===== src/sv/pws_pkg.sv =====
// ----------------------------------------------------------------------------
// pws_pkg: shared types and constants
// Payload structs, operation codes and the back-end state enum.
// ----------------------------------------------------------------------------
package pws_pkg;

	localparam logic [31:0] STEP_RESET = 32'd10000000;

	typedef enum logic [2:0] {
		OP_ENQ   = 3'd0,
		OP_DEQ   = 3'd1,
		OP_YIELD = 3'd2,
		OP_PICK  = 3'd3,
		OP_TICK  = 3'd4
	} op_t;

	typedef struct packed {
		logic [2:0]  mode;
		logic [3:0]  task_slot;
		logic [31:0] task_period;
		logic        is_new;
		logic [63:0] now_time;
	} req_t;

	typedef struct packed {
		logic        status;
		logic        picked_valid;
		logic [3:0]  picked_task;
		logic [4:0]  queued_count;
		logic [63:0] second_wakeup;
	} rsp_t;

	// Classified command handed from front to back.
	typedef struct packed {
		req_t req;
		logic valid_op;
	} cmd_t;

	typedef enum logic [3:0] {
		ST_IDLE,
		ST_CHARGE,
		ST_EXEC,
		ST_DIV,
		ST_MUL,
		ST_SCAN1,
		ST_SCAN2,
		ST_DONE
	} state_t;

endpackage


===== src/sv/pws_front.sv =====
// ----------------------------------------------------------------------------
// pws_front: input stage and command queue
// Accepts requests, classifies the mode and buffers two commands.
// ----------------------------------------------------------------------------
module pws_front (
	input  logic          clk,
	input  logic          arst_n,
	input  logic          push,
	output logic          full,
	input  pws_pkg::req_t in_data,
	output logic          cmd_valid,
	output pws_pkg::cmd_t cmd,
	input  logic          cmd_take
);
	import pws_pkg::*;

	cmd_t        mem_q [2];
	logic        wr_q, rd_q;
	logic [1:0]  cnt_q;

	assign full      = (cnt_q == 2'd2);
	assign cmd_valid = (cnt_q != 2'd0);
	assign cmd       = mem_q[rd_q];

	// Store classified command
	always_ff @(posedge clk) begin
		if (push && !full) begin
			mem_q[wr_q].req      <= in_data;
			mem_q[wr_q].valid_op <= (in_data.mode <= OP_TICK);
		end
	end

	// Advance pointers
	always_ff @(posedge clk or negedge arst_n) begin
		if (!arst_n) begin
			wr_q  <= 1'b0;
			rd_q  <= 1'b0;
			cnt_q <= 2'd0;
		end else begin
			if (push && !full)
				wr_q <= ~wr_q;
			if (cmd_take && cmd_valid)
				rd_q <= ~rd_q;
			cnt_q <= cnt_q + 2'(push && !full) - 2'(cmd_take && cmd_valid);
		end
	end

endmodule


===== config.mk =====
export PLATFORM = sky130hd
export DESIGN_NAME = pws_front
export DESIGN_NICKNAME = d
export VERILOG_FILES = /design/src/sv/pws_pkg.sv /design/src/sv/pws_front.sv
export SDC_FILE = /design/constraint.sdc
export NUM_CORES = 1
export LEC_CHECK = 0
export BUFFER_PORTS_ARGS = -buffer_cell sky130_fd_sc_hd__buf_2
export CORE_UTILIZATION = 35
export CTS_CLUSTER_DIAMETER = 50
export DETAILED_ROUTE_END_ITERATION = 8
export PLACE_DENSITY = 0.58
export SYNTH_ARGS = -nofsm -noshare
export SYNTH_HDL_FRONTEND = slang
export SYNTH_SLANG_ARGS = --single-unit

===== constraint.sdc =====
create_clock -name clk -period 7.8 [get_ports clk]
set_input_delay 1.56 -clock clk [delete_from_list [all_inputs] [get_ports clk]]
set_output_delay 1.56 -clock clk [all_outputs]
set_load 0.02 [all_outputs]

# == Word level (Yosys, flattened, before mapping) ==
# Memories as Yosys holds them, arrays and structs flattened.
# Cells that the tools add are included.
# op_classes
order_cmp,1
addsub,2
n_mux,2
bitwise_logic,2
n_eq_ne,1
n_reduce_logical,4
# ops
op,count
$le A3 B3 Y1 const B,1
$add A2 B1 Y2,1
$eq A2 B2 Y1 const B,1
$logic_and A1 B1 Y1,2
$mux W1,2
$not A1 Y1,2
$reduce_bool A2 Y1,1
$sub A2 B1 Y2,1
$logic_not A1 Y1,1
# word_totals
memories,1
wordCells,16
ram_bits,210
ff_bits,4
# memory_table
memory,words,width,read_ports,rd_clocked_by_memory_dff,wr,line,rtl
mem_q,2,105,1,0,1,pws_front.sv:17,cmd_t mem_q [2];

# == Longest topological paths before layout ==
# Gate-level depths: netlist (run 1).
# depth
depth_word,5
ltp_mapped,7

# == Worst setup path before layout (run 1) ==
# OpenSTA, ideal clock, no wires.
# synth_path
path_type,input -> register
from,in push
to,"mem mem_q[0][0] (netlist bit), enable pin"
n_path_buf,0
arrival_ns,6.022
cell_stages,2
t_required_ns,7.230
path_slack_ns,1.208
cell_sequence,nand2_1 > nor2_1
# synth_via
elab_chain_len,3
# synth_lines
element,line,rtl
from (decl),pws_front.sv:8,"input logic push,"
$logic_and A1 B1 Y1,pws_front.sv:27,if (push && !full) begin
$mux W1,pws_front.sv:27,
$mux W1 (implied by the code),pws_front.sv:29,mem_q[wr_q].valid_op <= (in_data.mode <= OP_TICK);
to (decl),pws_front.sv:17,
# No other way between the ends.

==> impl_metrics.csv, run 1 <==
group,metric,value,unit
status,outcome,"finished, violations left",
status,failed_checks,"design-rule violations",
clock_tree,post_cts_resized,0,
floorplan,die_y,152.6,um
pwr,powerDensity,404.2,nW/um^2
sta,setup_tns,0,ps
placement,port_buffers,214,
pwr,power,4.100,mW
synth,synth_seq_cells,214,
placement,dp_cells,832,
clock_tree,cts_made_buffers,24,
synth,synth-main-ff-cell,"edfxtp_1",
placement,place_congestion,0.7069,
clock_tree,cts_hold_buf,0,
global_routing,grt_use_met3,4.152,%
clock_tree,clockBufferDepth,3,
job,maxCapViolCount,0,
route,drtIter0Drc,169,
sta,post-route-min-period,4529,ps
setup_path,critPathSlowestCell,"dfrtp_4",
floorplan,pin_count,215,
floorplan,die_x,152.6,um
pwr,p_clk_share,27.8,%
route,via_per_inst,4.517,
final_layout,area_growth,27.73,%
synth,ys.warnings.count,0,
global_routing,antenna_found_initial,2,
setup_path,worst-path-buf-inv,2,
pwr,ir_drop,0.2469,mV
pwr,power.internal,2.799,mW
pwr,power_frac_seq,41.8,%
pwr,power.share.combinational,30.3,%
final_layout,fillerInstances,1935,
synth,avgSynthCellArea,22.95,sq um
global_routing,grtUsageTotal,12.55,%
route,wl,14.85,mm
sta,timing.slew.headroom,26.09,%
pwr,switching_power,1.301,mW
setup_path,max_stage_delay,1080,ps
setup_path,startpoint_type,"register",
synth,synthCells,346,
route,wl_per_cell,16.95,um
pwr,switching_share,31.74,%
hold_path,min_path_type,"reg2reg",
synth,yosys.area.top_type,"edfxtp_1",
global_routing,grt_util_met1,15.87,%
sta,skew,9.734,ps
synth,yosys-top-cells-count,"edfxtp_1, mux2_2, mux2_4, buf_2, buf_6",
synth,syn-cell-area,7941,sq um
synth,yosysMostFrequentCell,"edfxtp_1",
final_layout,drive_above_1_share,62.08,%
sta,finalCritPeriodShare,58.06,%
floorplan,coreArea,22030,sq um
clock_tree,clock_latency,510,ps
synth,synth_edf_count,210,
sta,worst_pin_slew,1109,ps
global_routing,grt_pass1_wl,22.93,mm
clock_tree,cts_tree,"done",
final_layout,antenna_cells,0,
synth,synth.area.top_cells,"edfxtp_1, mux2_2, mux2_4, dfrtp_1, buf_6",
synth,ys_types,17,
clock_tree,post_cts_buffers,0,
setup_path,crit_path_end_kind,"output pin",
setup_path,critical_path_peak_fanout,66,
setup_path,critical_path_required,6240,ps
setup_path,worstPathArrival,2970,ps
placement,dp_hpwl,9.573,mm
floorplan,fp-row-count,54,
global_routing,grt_pass1_vias,4187,
sta,hold_viol,0,
synth,synth_top_area_share,79.41,%
setup_path,crit_type,"reg2out",
sta,max_freq,220.8,MHz
final_layout,nets,688,
sta,drv_slew,0,
synth,syn_nets,456,
sta,setup_viol,0,
route,dr.pass1.iters,7,
clock_tree,path_clk_slew,60,ps
final_layout,seqCellArea,6410,sq um
clock_tree,h-tree-depth,1,
synth,ys_seq_area_share,80.67,%
route,via_count,3957,
global_routing,grt_max_degree,67,
final_layout,layout.cells.non_filler,876,
global_routing,use_met2,20.58,%
global_routing,grt_overflow,0,
clock_tree,cts_root_buf,"clkbuf_16",
clock_tree,cts.sink_count,214,
global_routing,busiest_layer,"met2",
setup_path,path_cells,"buf_4 > mux2_2 > buf_2",
sta,rsz0062_at_grt,"no",
route,drcViolationCount,14,
setup_path,critPathTopFamily,"flip-flops",
floorplan,start_util,36.05,%
final_layout,multi_input_area,1443,sq um
route,drtAntennaViolNets,0,
floorplan,fp.dieArea,23300,sq um
synth,synthArstFlopShare,1.869,%
pwr,p_leak,3.912,nW
-- flip-flops by register name, summed over array words and instances (netlist names) --
register and cells:
cnt_q 2, wr_q 1, mem_q 210, rd_q 1
-- worst paths after layout --
kind,start,end,slack [ps],cells past startpoint
max in group asynchronous,arst_n,rd_q$_DFFE_PN0P_,6820,1
hold reg to reg,cnt_q[1]$_DFF_PN0_,cnt_q[1]$_DFF_PN0_,500,1
setup / recovery,rd_q$_DFFE_PN0P_,cmd[11],3270,3
hold / removal,cnt_q[1]$_DFF_PN0_,cnt_q[1]$_DFF_PN0_,500,1
min in group asynchronous,arst_n,rd_q$_DFFE_PN0P_,850,1
setup reg to reg,cnt_q[0]$_DFF_PN0_,mem_q[1][90]$_DFFE_PP_,5460,3
-- layout by cell type (no fill, tap or decap) --
cell	count
clkbuf_16	24
mux2_2	65
xnor2_1	3
clkinv_1	1
nand2b_1	1
and3_4	1
clkinvlp_4	1
nor2_4	1
inv_1	2
xor2_1	1
and2_1	1
clkinv_8	3
dfrtp_4	1
buf_4	4
or2_2	1
buf_2	214
mux2_4	40
clkinv_4	1
clkbuf_8	2
o21ai_0	1
dfrtp_1	3
edfxtp_1	210
nand2_1	1
clkinv_2	9
ha_1	2
bufinv_16	3
-- worst reg2reg max path: stages, from the launching register on --
cell and delay, ps:
dfrtp_1 360, nand2b_1 150, and3_4 700, buf_4 700
-- per-layer routing --
layer  routed length [um]  vias up  part of all wire, %
met5                   27        -                 0.18
met4                  359        4                  2.4
met3                 1224       32                  8.2
met2                 7037      162                   47
met1                 6197     1917                   42
li1                     -     1842                    -
-- stage by stage --
| stage | hold WS, ps | instance area, sq um | setup slack (ps) | utilization, % |
|---|---|---|---|---|
| after detailed placement | 487.0 | 9311 | 3806 | 42.27 |
| after floorplan | 460.4 | 7941 | 1208 | - |
| after global placement | 480.0 | 9311 | 3849 | 42.27 |
| after CTS | 498.6 | 10140 | 3242 | 46.05 |
| after global routing | 529.1 | 10140 | 3091 | 46.05 |
| final | 497.1 | 10140 | 3271 | 46.05 |
-- power by group through the flow --
stage	Clock (mW)	Combinational (mW)	Sequential [mW]
after floorplan	0	0.975	1.67
after global placement	0	1.25	1.73
after detailed placement	0	1.26	1.75
after CTS	1.18	1.27	1.72
after global routing	1.22	1.33	1.75
final	1.14	1.24	1.71
-- kinds of logic (layout without fill, tap and decap cells) --
logic type / count (synthesis) / in the layout / share of synthesized area, %
multiplexers: 105 / 105 / 16.78
XOR/XNOR: 4 / 4 / 0.4412
adder cells (fa/ha/maj): 2 / 2 / 0.3151
buffers and inverters: 14 / 264 / 1.323
AO/OA/AOI/OAI: 1 / 1 / 0.06296
flip-flops: 214 / 214 / 80.67
AND/OR/NAND/NOR: 6 / 6 / 0.4098
-- cell type report --
cell class	instances	area share, %
clock inverters	18	2.011
well taps	280	3.454
clock buffers	26	6.192
inverters	2	0.07401
repair buffers	218	10.85
multi-input cells	118	14.22
flip-flops and latches	214	63.19
No activity file was read; power rests on OpenSTA's default activity.
==> run 2: changes to the inputs <==
PLACE_DENSITY = 0.6   (was 0.58)
clock period = 3.7 ns   (was 7.8 ns; I/O delays follow)
==> impl_metrics.csv, run 2 (synthesized netlist as in run 1, its figures left out) <==
group,metric,value,unit
status,outcome,"finished, violations left",
status,failed_checks,"design-rule violations",
floorplan,start_util,36.05,%
sta,rsz0062_at_grt,"no",
sta,worst_pin_slew,965.8,ps
final_layout,final_common_cell,"buf_2",
final_layout,largest_reg_flops,210,
clock_tree,post_cts_resized,0,
clock_tree,post_cts_buffers,0,
clock_tree,path_clk_slew,60,ps
global_routing,grt_max_degree,53,
placement,place_congestion,0.7069,
route,via_count,4009,
sta,hold_viol,0,
sta,post-route-min-period,2951,ps
pwr,power.share.combinational,32.3,%
route,drtIter0Drc,168,
sta,setup_viol,0,
setup_path,crit_type,"reg2out",
pwr,switching_share,31.33,%
setup_path,critical_path_peak_fanout,39,
setup_path,rrSetupSlack,1660,ps
final_layout,nets,694,
pwr,p_clk_share,28.2,%
clock_tree,clock_latency,520,ps
floorplan,die_x,152.6,um
global_routing,grt_pass1_vias,4366,
setup_path,worst-path-buf-inv,2,
floorplan,fp.dieArea,23300,sq um
sta,finalCritPeriodShare,79.76,%
floorplan,coreArea,22030,sq um
pwr,ir_drop,0.5095,mV
clock_tree,clockBufferDepth,3,
final_layout,regMostFlops,"mem_q",
clock_tree,cts_tree,"done",
pwr,p_leak,3.959,nW
setup_path,critPathTopFamily,"buffers and inverters",
setup_path,max_stage_delay,580,ps
route,wl_per_cell,17.19,um
floorplan,die_y,152.6,um
final_layout,drive_above_1_share,61.36,%
setup_path,startpoint_type,"register",
sta,setup_tns,0,ps
placement,dp_hpwl,10.15,mm
setup_path,path_cells,"buf_4 > mux2_2 > buf_2",
clock_tree,h-tree-depth,1,
route,drcViolationCount,26,
placement,port_buffers,214,
clock_tree,cts_hold_buf,0,
final_layout,top_regs,"mem_q x210, cnt_q x2",
route,drtAntennaViolNets,0,
global_routing,grt_pass1_wl,23.71,mm
final_layout,fillerInstances,1906,
global_routing,grtUsageTotal,12.97,%
final_layout,layout_common_cells,"buf_2, edfxtp_1, mux2_2",
floorplan,fp-row-count,54,
clock_tree,cts.sink_count,214,
hold_path,min_path_type,"in2async",
final_layout,multi_input_area,1443,sq um
clock_tree,cts_made_buffers,26,
setup_path,crit_path_end_kind,"output pin",
job,maxCapViolCount,0,
sta,max_freq,338.9,MHz
route,dr.pass1.iters,6,
setup_path,r2r_cells,4,
pwr,power_frac_seq,39.5,%
sta,skew,16.71,ps
setup_path,critical_path_required,2960,ps
setup_path,r2r-end,"mem_q[0][24]$_DFFE_PP_",
sta,timing.slew.headroom,35.46,%
global_routing,antenna_found_initial,2,
setup_path,worstPathArrival,2210,ps
route,wl,15.20,mm
sta,hold_slack,27.10,ps
final_layout,area_growth,29.35,%
pwr,powerDensity,857.0,nW/um^2
setup_path,r2r_start,"cnt_q[0]$_DFF_PN0_",
route,via_per_inst,4.535,
pwr,switching_power,2.759,mW
final_layout,seqCellArea,6410,sq um
sta,drv_slew,0,
pwr,power.internal,6.045,mW
floorplan,pin_count,215,
setup_path,critPathSlowestCell,"dfrtp_4",
global_routing,grt_overflow,0,
clock_tree,cts_root_buf,"clkbuf_16",
run 2: changes by cell type in the layout (fill, tap and decap cells not counted), sizes merged:
cell,delta
clkbuf,+5
inv,+1
buf,+4
diode,+1
clkinv,-3
run 2: worst max-delay path by stage:
stage	start	endpoint	slack (ps)	depth (start not counted)
after floorplan	push	mem_q[1][0]$_DFFE_PP_	20	1
after global placement	rd_q$_DFFE_PN0P_	cmd[20]	1300	3
after detailed placement	rd_q$_DFFE_PN0P_	cmd[99]	1270	3
after CTS	rd_q$_DFFE_PN0P_	cmd[99]	710	3
after global routing	rd_q$_DFFE_PN0P_	cmd[29]	640	3
final	rd_q$_DFFE_PN0P_	cmd[99]	750	3
run 2: per-layer routing:
metal	up-vias	global-route usage, %	routed length [um]
met5	-	0	13
met2	149	22.00	7449
met4	2	4.377	425
met1	1967	15.69	6195
met3	32	3.982	1115
li1	1859	-	-
run 2: cell type report:
class                   instances  area share [%]
clock inverters                16           1.583
clock buffers                  31           6.723
inverters                       2         0.07308
repair buffers                222           11.74
diodes                          1         0.02436
flip-flops and latches        214           62.40
multi-input cells             118           14.04
well taps                     280           3.410
run 2: stage by stage:
stage	utilization [%]	cell area, sq um	std cells	worst slack [ps]	power, mW
final	46.64	10270	884	749.0	8.804
after global routing	46.63	10270	883	635.0	9.209
after CTS	46.63	10270	883	714.1	8.938
after detailed placement	42.75	9417	836	1273	6.429
after global placement	42.75	9417	836	1295	6.360
after floorplan	-	7949	346	18.20	5.550
run 2: power groups by stage:
stage	Combinational, mW	Clock, mW	Sequential (mW)
4_1_cts	2.91	2.55	3.49
3_5_place_dp	2.89	0	3.53
6_report	2.85	2.48	3.48
5_1_grt	3.03	2.65	3.53
2_1_floorplan	2.06	0	3.49
3_3_place_gp	2.86	0	3.50
